File: src/rtl/stl_pkg.sv
`default_nettype none
package stl_pkg;

  localparam int OFFSET_BITS = 32;
  localparam int LENGTH_BITS = 16;
  localparam int KIND_BITS   = 6;
  localparam int MAX_RESULTS = 3;
  localparam int QUEUE_DEPTH = 4;

  typedef logic [KIND_BITS-1:0]   kind_t;
  typedef logic [OFFSET_BITS-1:0] offset_t;
  typedef logic [LENGTH_BITS-1:0] length_t;

  typedef struct packed {
    kind_t   kind;
    offset_t start;
    length_t length;
    logic    last;
  } token_t;

  localparam length_t LENGTH_MAX = '1;

  localparam logic [7:0] CH_NUL        = 8'h00;
  localparam logic [7:0] CH_DOLLAR     = 8'h24;
  localparam logic [7:0] CH_DOT        = 8'h2E;
  localparam logic [7:0] CH_BACKSLASH  = 8'h5C;
  localparam logic [7:0] CH_UNDERSCORE = 8'h5F;
  localparam logic [7:0] CH_DQUOTE     = 8'h22;
  localparam logic [7:0] CH_SQUOTE     = 8'h27;
  localparam logic [7:0] CH_EQUAL      = 8'h3D;
  localparam logic [7:0] CH_COLON      = 8'h3A;

  localparam kind_t K_EOF        = 6'd0;
  localparam kind_t K_IDENT      = 6'd1;
  localparam kind_t K_LPAREN     = 6'd2;
  localparam kind_t K_RPAREN     = 6'd3;
  localparam kind_t K_LBRACKET   = 6'd4;
  localparam kind_t K_RBRACKET   = 6'd5;
  localparam kind_t K_LBRACE     = 6'd6;
  localparam kind_t K_RBRACE     = 6'd7;
  localparam kind_t K_SEMI       = 6'd8;
  localparam kind_t K_COLON      = 6'd9;
  localparam kind_t K_COMMA      = 6'd10;
  localparam kind_t K_DOT        = 6'd11;
  localparam kind_t K_RANGE      = 6'd12;
  localparam kind_t K_ELLIPSIS   = 6'd13;
  localparam kind_t K_AMP        = 6'd14;
  localparam kind_t K_PIPE       = 6'd15;
  localparam kind_t K_SHL        = 6'd16;
  localparam kind_t K_SHR        = 6'd17;
  localparam kind_t K_NOT        = 6'd18;
  localparam kind_t K_ANDAND     = 6'd19;
  localparam kind_t K_OROR       = 6'd20;
  localparam kind_t K_XOR        = 6'd21;
  localparam kind_t K_EQ         = 6'd22;
  localparam kind_t K_NE         = 6'd23;
  localparam kind_t K_LE         = 6'd24;
  localparam kind_t K_GE         = 6'd25;
  localparam kind_t K_LT         = 6'd26;
  localparam kind_t K_GT         = 6'd27;
  localparam kind_t K_ARROW      = 6'd28;
  localparam kind_t K_DARROW     = 6'd29;
  localparam kind_t K_QUESTION   = 6'd30;
  localparam kind_t K_ASSIGN     = 6'd31;
  localparam kind_t K_ADDA       = 6'd32;
  localparam kind_t K_SUBA       = 6'd33;
  localparam kind_t K_MULA       = 6'd34;
  localparam kind_t K_DIVA       = 6'd35;
  localparam kind_t K_MODA       = 6'd36;
  localparam kind_t K_SHLA       = 6'd37;
  localparam kind_t K_SHRA       = 6'd38;
  localparam kind_t K_ANDA       = 6'd39;
  localparam kind_t K_ORA        = 6'd40;
  localparam kind_t K_XORA       = 6'd41;
  localparam kind_t K_ORORA      = 6'd42;
  localparam kind_t K_ANDANDA    = 6'd43;
  localparam kind_t K_MOD        = 6'd44;
  localparam kind_t K_SLASH      = 6'd45;
  localparam kind_t K_STAR       = 6'd46;
  localparam kind_t K_PLUS       = 6'd47;
  localparam kind_t K_MINUS      = 6'd48;
  localparam kind_t K_SCOPE      = 6'd49;
  localparam kind_t K_INT        = 6'd50;
  localparam kind_t K_FLOAT      = 6'd51;
  localparam kind_t K_CHAR       = 6'd52;
  localparam kind_t K_STRING     = 6'd53;
  localparam kind_t K_UNT_CHAR   = 6'd54;
  localparam kind_t K_UNT_STRING = 6'd55;
  localparam kind_t K_INVALID    = 6'd56;
  // Marks "no token"; never leaves the block.
  localparam kind_t K_NONE       = 6'd63;

  function automatic logic is_digit(input logic [7:0] c);
    return (c >= 8'h30) && (c <= 8'h39);
  endfunction

  function automatic logic is_alpha(input logic [7:0] c);
    return ((c >= 8'h61) && (c <= 8'h7A)) || ((c >= 8'h41) && (c <= 8'h5A)) ||
           (c == CH_UNDERSCORE);
  endfunction

  function automatic logic is_space(input logic [7:0] c);
    return (c == 8'h20) || (c == 8'h09) || (c == 8'h0D) || (c == 8'h0A);
  endfunction

  function automatic length_t sat_add(input length_t len, input logic [1:0] by);
    logic [LENGTH_BITS:0] sum;
    sum = {1'b0, len} + {{(LENGTH_BITS-1){1'b0}}, by};
    return sum[LENGTH_BITS] ? LENGTH_MAX : sum[LENGTH_BITS-1:0];
  endfunction

  // Kind of an operator after one more byte, or K_NONE when it cannot grow that way.
  function automatic kind_t extend(input kind_t k, input logic [7:0] c);
    kind_t r;
    r = K_NONE;
    unique case (k)
      K_COLON:  if (c == CH_COLON) r = K_SCOPE;
      K_DOT:    if (c == CH_DOT) r = K_RANGE;
      K_RANGE:  if (c == CH_DOT) r = K_ELLIPSIS;
      K_LT:     if (c == 8'h3C) r = K_SHL; else if (c == CH_EQUAL) r = K_LE;
      K_SHL:    if (c == CH_EQUAL) r = K_SHLA;
      K_GT:     if (c == 8'h3E) r = K_SHR; else if (c == CH_EQUAL) r = K_GE;
      K_SHR:    if (c == CH_EQUAL) r = K_SHRA;
      K_MOD:    if (c == CH_EQUAL) r = K_MODA;
      K_XOR:    if (c == CH_EQUAL) r = K_XORA;
      K_AMP:    if (c == 8'h26) r = K_ANDAND; else if (c == CH_EQUAL) r = K_ANDA;
      K_ANDAND: if (c == CH_EQUAL) r = K_ANDANDA;
      K_STAR:   if (c == CH_EQUAL) r = K_MULA;
      K_MINUS:  if (c == CH_EQUAL) r = K_SUBA; else if (c == 8'h3E) r = K_ARROW;
      K_ASSIGN: if (c == CH_EQUAL) r = K_EQ; else if (c == 8'h3E) r = K_DARROW;
      K_PIPE:   if (c == 8'h7C) r = K_OROR; else if (c == CH_EQUAL) r = K_ORA;
      K_OROR:   if (c == CH_EQUAL) r = K_ORORA;
      K_PLUS:   if (c == CH_EQUAL) r = K_ADDA;
      K_NOT:    if (c == CH_EQUAL) r = K_NE;
      K_SLASH:  if (c == CH_EQUAL) r = K_DIVA;
      default:  r = K_NONE;
    endcase
    return r;
  endfunction

  function automatic logic can_grow(input kind_t k);
    return (extend(k, CH_EQUAL) != K_NONE) || (extend(k, CH_DOT) != K_NONE) ||
           (extend(k, CH_COLON) != K_NONE);
  endfunction

  function automatic kind_t first_kind(input logic [7:0] c);
    kind_t r;
    unique case (c)
      8'h28:     r = K_LPAREN;
      8'h29:     r = K_RPAREN;
      8'h5B:     r = K_LBRACKET;
      8'h5D:     r = K_RBRACKET;
      8'h7B:     r = K_LBRACE;
      8'h7D:     r = K_RBRACE;
      8'h2C:     r = K_COMMA;
      8'h3B:     r = K_SEMI;
      CH_COLON:  r = K_COLON;
      CH_DOT:    r = K_DOT;
      8'h3C:     r = K_LT;
      8'h3E:     r = K_GT;
      CH_DOLLAR: r = K_MOD;
      8'h25:     r = K_MOD;
      8'h5E:     r = K_XOR;
      8'h26:     r = K_AMP;
      8'h2A:     r = K_STAR;
      8'h2D:     r = K_MINUS;
      CH_EQUAL:  r = K_ASSIGN;
      8'h7C:     r = K_PIPE;
      8'h2B:     r = K_PLUS;
      8'h3F:     r = K_QUESTION;
      8'h21:     r = K_NOT;
      8'h2F:     r = K_SLASH;
      default:   r = K_NONE;
    endcase
    return r;
  endfunction

endpackage
`default_nettype wire

File: src/rtl/source_text_lexer_top.sv
`default_nettype none
// Byte-serial longest-match lexer. One source byte is taken per request on the
// in_ channel and the tokens it completes leave on the out_ channel, one per cycle
// while out_ready is high, in text order; last_of_run marks the final token caused
// by a byte. A zero byte ends the text: the pending token is flushed, an eof token
// follows, and offsets restart at zero. Each byte is lexed in the cycle it is
// accepted and its tokens (zero to three) are written into a four-entry result
// queue. The queue takes a new byte whenever it holds at most one token, so the
// block sustains one byte per cycle while bytes yield at most one token each and
// the output side keeps up; a byte that yields two or three tokens takes the count
// above one, and input stalls until it drains. There is no clearing pass after reset.
module source_text_lexer_top
  import stl_pkg::*;
(
  input  logic    clk,
  input  logic    rst_n,
  input  logic    in_valid,
  output logic    in_ready,
  input  logic [7:0] in_text_byte,
  output logic    out_valid,
  input  logic    out_ready,
  output kind_t   out_token_kind,
  output offset_t out_token_start,
  output length_t out_token_length,
  output logic    out_last_of_run
);

  typedef enum logic [2:0] {
    MODE_IDLE,
    MODE_IDENT,
    MODE_NUMBER,
    MODE_NUMDOT,
    MODE_QUOTE,
    MODE_OP
  } mode_t;

  localparam int CNT_BITS = $clog2(QUEUE_DEPTH + 1);
  localparam int IDX_BITS = $clog2(QUEUE_DEPTH);
  localparam int RES_BITS = $clog2(MAX_RESULTS + 1);

  mode_t   mode_r, mode_nxt;
  kind_t   pend_kind_r, pend_kind_nxt;
  offset_t pend_start_r, pend_start_nxt;
  length_t pend_len_r, pend_len_nxt;
  logic    escape_r, escape_nxt;
  logic    fraction_r, fraction_nxt;
  logic    quote_dq_r, quote_dq_nxt;
  offset_t offset_r, offset_nxt;

  token_t  queue_r [QUEUE_DEPTH];
  token_t  queue_nxt [QUEUE_DEPTH];
  logic [CNT_BITS-1:0] count_r, count_nxt;

  token_t  res [MAX_RESULTS];
  logic [RES_BITS-1:0] res_n;

  logic    again;
  logic    emit_v;
  kind_t   emit_k;
  offset_t emit_s;
  length_t emit_l;
  kind_t   op_k;
  logic [7:0] c;

  logic push, pop;
  logic [CNT_BITS-1:0] base;
  logic [CNT_BITS-1:0] widx;

  assign c         = in_text_byte;
  assign out_valid = (count_r != '0);
  assign in_ready  = (count_r <= CNT_BITS'(1));
  assign pop       = out_valid && out_ready;
  assign push      = in_valid && in_ready;

  assign out_token_kind   = queue_r[0].kind;
  assign out_token_start  = queue_r[0].start;
  assign out_token_length = queue_r[0].length;
  assign out_last_of_run  = queue_r[0].last;

  // Lexer step: a byte may be looked at again after a token closes in front of it,
  // which happens at most twice per byte.
  always_comb begin
    mode_nxt       = mode_r;
    pend_kind_nxt  = pend_kind_r;
    pend_start_nxt = pend_start_r;
    pend_len_nxt   = pend_len_r;
    escape_nxt     = escape_r;
    fraction_nxt   = fraction_r;
    quote_dq_nxt   = quote_dq_r;
    res_n          = '0;
    again          = 1'b1;
    op_k           = K_NONE;
    for (int j = 0; j < MAX_RESULTS; j++) begin
      res[j] = '0;
    end
    for (int i = 0; i < MAX_RESULTS; i++) begin
      emit_v = 1'b0;
      emit_k = K_EOF;
      emit_s = pend_start_nxt;
      emit_l = pend_len_nxt;
      if (again && (res_n < RES_BITS'(MAX_RESULTS))) begin
        again = 1'b0;
        unique case (mode_nxt)
          MODE_IDENT: begin
            if (is_alpha(c) || is_digit(c)) begin
              pend_len_nxt = sat_add(pend_len_nxt, 2'd1);
            end else begin
              emit_v = 1'b1;
              emit_k = K_IDENT;
              again  = 1'b1;
            end
          end
          MODE_NUMBER: begin
            if (is_digit(c)) begin
              pend_len_nxt = sat_add(pend_len_nxt, 2'd1);
            end else if ((c == CH_DOT) && !fraction_nxt) begin
              mode_nxt = MODE_NUMDOT;
            end else begin
              emit_v = 1'b1;
              emit_k = fraction_nxt ? K_FLOAT : K_INT;
              again  = 1'b1;
            end
          end
          MODE_NUMDOT: begin
            if (is_digit(c)) begin
              pend_len_nxt  = sat_add(pend_len_nxt, 2'd2);
              fraction_nxt  = 1'b1;
              pend_kind_nxt = K_FLOAT;
              mode_nxt      = MODE_NUMBER;
            end else begin
              // The number ends before the dot; the dot becomes an operator.
              emit_v         = 1'b1;
              emit_k         = K_INT;
              mode_nxt       = MODE_OP;
              pend_kind_nxt  = K_DOT;
              pend_start_nxt = offset_r - OFFSET_BITS'(1);
              pend_len_nxt   = LENGTH_BITS'(1);
              escape_nxt     = 1'b0;
              fraction_nxt   = 1'b0;
              again          = 1'b1;
            end
          end
          MODE_QUOTE: begin
            if (c == CH_NUL) begin
              emit_v = 1'b1;
              emit_k = quote_dq_nxt ? K_UNT_STRING : K_UNT_CHAR;
              again  = 1'b1;
            end else if (escape_nxt) begin
              escape_nxt   = 1'b0;
              pend_len_nxt = sat_add(pend_len_nxt, 2'd1);
            end else if (c == (quote_dq_nxt ? CH_DQUOTE : CH_SQUOTE)) begin
              pend_len_nxt = sat_add(pend_len_nxt, 2'd1);
              emit_v       = 1'b1;
              emit_k       = quote_dq_nxt ? K_STRING : K_CHAR;
              emit_l       = pend_len_nxt;
            end else begin
              if (c == CH_BACKSLASH) begin
                escape_nxt = 1'b1;
              end
              pend_len_nxt = sat_add(pend_len_nxt, 2'd1);
            end
          end
          MODE_OP: begin
            op_k = extend(pend_kind_nxt, c);
            if ((pend_kind_nxt == K_DOT) && (pend_len_nxt == LENGTH_BITS'(1)) &&
                is_digit(c)) begin
              pend_len_nxt  = LENGTH_BITS'(2);
              fraction_nxt  = 1'b1;
              pend_kind_nxt = K_FLOAT;
              mode_nxt      = MODE_NUMBER;
            end else if (op_k != K_NONE) begin
              pend_kind_nxt = op_k;
              pend_len_nxt  = sat_add(pend_len_nxt, 2'd1);
              if (!can_grow(op_k)) begin
                emit_v = 1'b1;
                emit_k = op_k;
                emit_l = pend_len_nxt;
              end
            end else begin
              emit_v = 1'b1;
              emit_k = pend_kind_nxt;
              again  = 1'b1;
            end
          end
          default: begin
            mode_nxt = MODE_IDLE;
            op_k     = first_kind(c);
            if (c == CH_NUL) begin
              emit_v = 1'b1;
              emit_k = K_EOF;
              emit_s = offset_r;
              emit_l = '0;
            end else if (is_space(c)) begin
              mode_nxt = MODE_IDLE;
            end else if (is_alpha(c) || is_digit(c) || (c == CH_DQUOTE) ||
                         (c == CH_SQUOTE) || ((op_k != K_NONE) && can_grow(op_k))) begin
              pend_start_nxt = offset_r;
              pend_len_nxt   = LENGTH_BITS'(1);
              escape_nxt     = 1'b0;
              fraction_nxt   = 1'b0;
              if (is_alpha(c)) begin
                mode_nxt      = MODE_IDENT;
                pend_kind_nxt = K_IDENT;
              end else if (is_digit(c)) begin
                mode_nxt      = MODE_NUMBER;
                pend_kind_nxt = K_INT;
              end else if ((c == CH_DQUOTE) || (c == CH_SQUOTE)) begin
                mode_nxt      = MODE_QUOTE;
                pend_kind_nxt = (c == CH_DQUOTE) ? K_STRING : K_CHAR;
                quote_dq_nxt  = (c == CH_DQUOTE);
              end else begin
                mode_nxt      = MODE_OP;
                pend_kind_nxt = op_k;
              end
            end else begin
              emit_v = 1'b1;
              emit_k = (op_k == K_NONE) ? K_INVALID : op_k;
              emit_s = offset_r;
              emit_l = LENGTH_BITS'(1);
            end
          end
        endcase
      end
      if (emit_v) begin
        res[res_n[IDX_BITS-1:0]] = '{kind: emit_k, start: emit_s, length: emit_l,
                                     last: 1'b0};
        res_n = res_n + RES_BITS'(1);
        // A token handed out from the pending slot leaves the lexer between tokens.
        if (mode_nxt != MODE_OP || emit_k != K_INT) begin
          if (emit_k != K_EOF && emit_k != K_INVALID &&
              !(emit_l == LENGTH_BITS'(1) && emit_s == offset_r &&
                mode_nxt == MODE_IDLE)) begin
            mode_nxt     = MODE_IDLE;
            escape_nxt   = 1'b0;
            fraction_nxt = 1'b0;
          end
        end
      end
    end
    for (int j = 0; j < MAX_RESULTS; j++) begin
      res[j].last = (res_n != '0) && (RES_BITS'(j) == (res_n - RES_BITS'(1)));
    end
    if (c == CH_NUL) begin
      mode_nxt       = MODE_IDLE;
      pend_kind_nxt  = K_EOF;
      pend_start_nxt = '0;
      pend_len_nxt   = '0;
      escape_nxt     = 1'b0;
      fraction_nxt   = 1'b0;
      quote_dq_nxt   = 1'b0;
      offset_nxt     = '0;
    end else begin
      offset_nxt = offset_r + OFFSET_BITS'(1);
    end
  end

  // Result queue: head at entry 0, shifted whenever a token is taken at the output.
  always_comb begin
    base  = count_r - CNT_BITS'(pop);
    widx  = base;
    for (int j = 0; j < QUEUE_DEPTH; j++) begin
      queue_nxt[j] = queue_r[j];
    end
    if (pop) begin
      for (int j = 0; j < QUEUE_DEPTH - 1; j++) begin
        queue_nxt[j] = queue_r[j+1];
      end
    end
    if (push) begin
      for (int j = 0; j < MAX_RESULTS; j++) begin
        widx = base + CNT_BITS'(j);
        if (RES_BITS'(j) < res_n) begin
          queue_nxt[widx[IDX_BITS-1:0]] = res[j];
        end
      end
    end
    count_nxt = base + (push ? CNT_BITS'(res_n) : CNT_BITS'(0));
  end

  always_ff @(posedge clk) begin
    if (!rst_n) begin
      mode_r       <= MODE_IDLE;
      pend_kind_r  <= K_EOF;
      pend_start_r <= '0;
      pend_len_r   <= '0;
      escape_r     <= 1'b0;
      fraction_r   <= 1'b0;
      quote_dq_r   <= 1'b0;
      offset_r     <= '0;
      count_r      <= '0;
    end else begin
      if (push) begin
        mode_r       <= mode_nxt;
        pend_kind_r  <= pend_kind_nxt;
        pend_start_r <= pend_start_nxt;
        pend_len_r   <= pend_len_nxt;
        escape_r     <= escape_nxt;
        fraction_r   <= fraction_nxt;
        quote_dq_r   <= quote_dq_nxt;
        offset_r     <= offset_nxt;
      end
      count_r <= count_nxt;
    end
  end

  always_ff @(posedge clk) begin
    for (int j = 0; j < QUEUE_DEPTH; j++) begin
      queue_r[j] <= queue_nxt[j];
    end
  end

`ifndef SYNTHESIS
  a_count_bound: assert property (@(posedge clk) disable iff (!rst_n)
    count_r <= CNT_BITS'(QUEUE_DEPTH))
    else $error("result queue overfilled");

  a_eof_last: assert property (@(posedge clk) disable iff (!rst_n)
    out_valid && (out_token_kind == K_EOF) |-> out_last_of_run)
    else $error("eof token is not the last of its run");

  a_offset_restart: assert property (@(posedge clk) disable iff (!rst_n)
    push && (in_text_byte == CH_NUL) |=> (offset_r == '0))
    else $error("offset did not restart after end of text");

  a_result_shows: assert property (@(posedge clk) disable iff (!rst_n)
    push && (res_n != '0) |=> out_valid)
    else $error("token of an accepted byte is missing at the output");
`endif

endmodule
`default_nettype wire

File: config.mk
export PLATFORM = sky130hd
export DESIGN_NAME = source_text_lexer_top
export DESIGN_NICKNAME = d
export VERILOG_FILES = /design/src/rtl/stl_pkg.sv /design/src/rtl/source_text_lexer_top.sv
export SDC_FILE = /design/constraint.sdc
export NUM_CORES = 2
export LEC_CHECK = 0
export BUFFER_PORTS_ARGS = -buffer_cell sky130_fd_sc_hd__buf_4
export CAP_MARGIN = 20
export CELL_PAD_IN_SITES_DETAIL_PLACEMENT = 1
export CELL_PAD_IN_SITES_GLOBAL_PLACEMENT = 2
export CORE_ASPECT_RATIO = 0.7
export CORE_UTILIZATION = 38
export CTS_CLUSTER_SIZE = 10
export DETAILED_ROUTE_END_ITERATION = 7
export HOLD_SLACK_MARGIN = 0.1
export PLACE_DENSITY = 0.82
export SKIP_LAST_GASP = 1
export SLEW_MARGIN = 20
export SYNTH_ARGS = -nofsm -noshare
export SYNTH_HDL_FRONTEND = slang
export SYNTH_SLANG_ARGS = --single-unit
File: constraint.sdc
create_clock -name clk -period 13.2 [get_ports clk]
set_clock_uncertainty 0.2 [all_clocks]
set_input_delay 2.64 -clock clk [delete_from_list [all_inputs] [get_ports clk]]
set_output_delay 2.64 -clock clk [all_outputs]
set_load 0.03 [all_outputs]
==> flow_summary.json <==
{
  "hold_path_class": "flip-flop to flip-flop",
  "fin_crit_sh": 0.893,
  "final_max_slew_viol_count": 0,
  "via_count": 37500,
  "yosysMostFrequentCell": "nand2_1",
  "synth_nets": 4464,
  "worstPathArrival_ns": 11.93,
  "initial_core_util": 0.384,
  "yosys.area.top_type": "dfxtp_1",
  "clockBufferDepth": 3,
  "drive_above_1_share": 0.107,
  "io_buffers": 68,
  "clock_latency_ns": 0.60,
  "htree_num_levels": 2,
  "drv_cap": 0,
  "ys_warn_count": 0,
  "gr-total-overflow": 0,
  "critPathRequiredTime_ns": 13.33,
  "synth_ff_type": "dfxtp_1",
  "max_freq_mhz": 84.8,
  "crit_fanout": 17,
  "drt_iter0_drc": 4902,
  "die_area_um2": 82500,
  "syn_avg_cell_area_um2": 6.97,
  "synth_common_cells": "612 x nand2_1, 443 x a21oi_1, 416 x nor2_1",
  "synthDistinctLibCells": 138,
  "nets": 4340,
  "final.setup.tns_ns": 0,
  "hold_buffers": 0,
  "status": "complete, no violations",
  "clock_sinks": 315,
  "worst_pin_slew_ns": 1.31,
  "rows": 87,
  "drc": 0,
  "hold_violations": 0,
  "detailed_place_hpwl_um": 115000,
  "grt_max_degree": 75,
  "synth_top_area_share": 0.168,
  "cts_setup_buffers": 0,
  "fin_area_um2": 33900,
  "max_slew_margin": 0.117,
  "p_leak_nw": 12.1,
  "grt_pass1_vias": 35300,
  "viasPerCell": 6.94,
  "placed_cell_area_um2": 32700,
  "grtUsageTotal": 0.376,
  "tritoncts.num_buffers": 39,
  "cts_root_buf": "clkbuf_16",
  "num_io_pins": 69,
  "synth_area_leaders": "dfxtp_1 17%, nand2_1 7.4%, a21oi_1 7.2%, mux2i_1 5.7%, edfxtp_1 5.3%",
  "yosysSeqAreaShare": 0.222,
  "path_clk_slew_ns": 0.08,
  "ys_ff_latch": 315,
  "irDropWorstVdd_uv": 166,
  "dieHeight_um": 241,
  "firstDrtPassIters": 8,
  "rsz0062_at_grt": "no",
  "cts_resized": 0,
  "core_um2": 80600,
  "start_kind": "input port",
  "place_congestion": 1.04,
  "synth_edf_count": 55,
  "setup_viol": 0,
  "utilization": 0.420,
  "grt_pass1_wl_um": 237000,
  "area_growth_syn_to_layout_pct": 9.49,
  "n_fill_cell": 10100,
  "wl_per_cell_um": 29.9,
  "netlist_area_um2": 30900,
  "die_w_um": 343,
  "end_kind": "flip-flop",
  "criticalPathCategory": "input port to flip-flop",
  "pwr_density_cell_nw_per_um2": 281,
  "final.min_clock_period_ns": 11.79,
  "grt_antenna_before_repair": 4,
  "cts_tree": "yes",
  "wirelength_um": 162000,
  "ant_nets": 0,
  "async_flop_share": 0,
  "synth_cells": 4437
}
==> path summary, 6_finish.rpt <==
kind                                      start              to  slack, ns  depth (start not counted)
worst max-delay path            in_text_byte[6]  queue_r[3][54]       1.41                         24
worst min-delay path                  mode_r[0]       mode_r[0]       0.30                          2
worst min register to register        mode_r[0]       mode_r[0]       0.30                          2
worst max register to register   pend_kind_r[2]  queue_r[1][53]       3.00                         29
==> flip-flops by register name (all words and copies together) (netlist names) <==
register	count
queue_r	220
offset_r	32
pend_start_r	32
pend_len_r	16
pend_kind_r	6
count_r	3
mode_r	3
escape_r	1
fraction_r	1
quote_dq_r	1
==> cell families after synthesis <==
kind of cell	count (synthesis)	synth area share
fa+ha+maj	16	0.00688
xor+xnor	79	0.0224
simple gates	1750	0.274
mux	205	0.0679
compound gates	1607	0.345
buf+inv	465	0.0620
flops	315	0.222
==> placed cells by master, fill, tap and decap left out, types with 56 or more instances in the layout <==
cell	netlist	final
o21ai_0	325	324
a211oi_1	128	127
nor3_1	134	130
nor2_1	416	407
nand2_1	612	609
buf_4	14	233
nor2b_1	64	64
a221oi_1	69	69
dfxtp_1	260	260
o211ai_1	79	79
and3_1	56	56
a22oi_1	99	99
nand3_1	145	145
o22ai_1	60	60
a21oi_1	443	438
mux2i_1	176	176
and2_1	69	69
==> layer usage <==
layer	vias up	wire length (um)	track usage	share of wire
li1	16300	-	-	-
met1	18500	71000	0.540	0.44
met2	2334	65700	0.536	0.41
met3	384	19200	0.0992	0.12
met4	4	5510	0.123	0.034
met5	-	129	0.0104	0.00080
==> stage by stage <==
step | total power (W) | setup slack, ns | instances | hold slack [ns]
after floorplan | 0.00595 | 2.83 | 4437 | 0.263
after global placement | 0.00807 | 1.34 | 5339 | 0.262
after detailed placement | 0.00815 | 1.17 | 5339 | 0.292
after CTS | 0.00924 | 1.75 | 5404 | 0.302
after global routing | 0.00996 | 1.06 | 5405 | 0.322
final | 0.00953 | 1.41 | 5406 | 0.304
==> layout make-up <==
type	instances	area, um2	share of cell area
multi-input cells	3657	22300	0.660
diodes	1	2.50	0.0000739
repair buffers	243	1950	0.0576
inverters	57	221	0.00654
flip-flops and latches	315	6860	0.203
well taps	1068	1340	0.0395
clock buffers	58	1070	0.0315
clock inverters	7	81.3	0.00240
==> report_power, final <==
group          internal (W)  total [W]  leakage, nW  switching, W
logic               0.00223    0.00680         8.88       0.00456
clock network      0.000563    0.00107        0.550      0.000503
registers           0.00141    0.00166         2.69      0.000252
==> worst max-delay path, cell delays in order <==
cell       delay, ns
buf_4           0.19
nand4bb_1       0.44
o22ai_1         0.35
nor4b_1         0.45
nand4_1         0.28
a211o_1         0.52
nor3_1          0.79
a22oi_2         0.24
and3_1          0.31
o31a_1          0.47
o22ai_1         0.62
or2_0           0.82
nand3_1         0.59
or4_1           0.62
a31oi_1         0.21
or4_1           0.17
nor4_1          0.06
nor2_1          0.55
a311oi_1        0.19
buf_4           0.20
o31ai_1         0.75
a21oi_1         0.17
a21oi_1         0.18
o21ai_0         0.08
No activity file was read; power rests on OpenSTA's default activity.
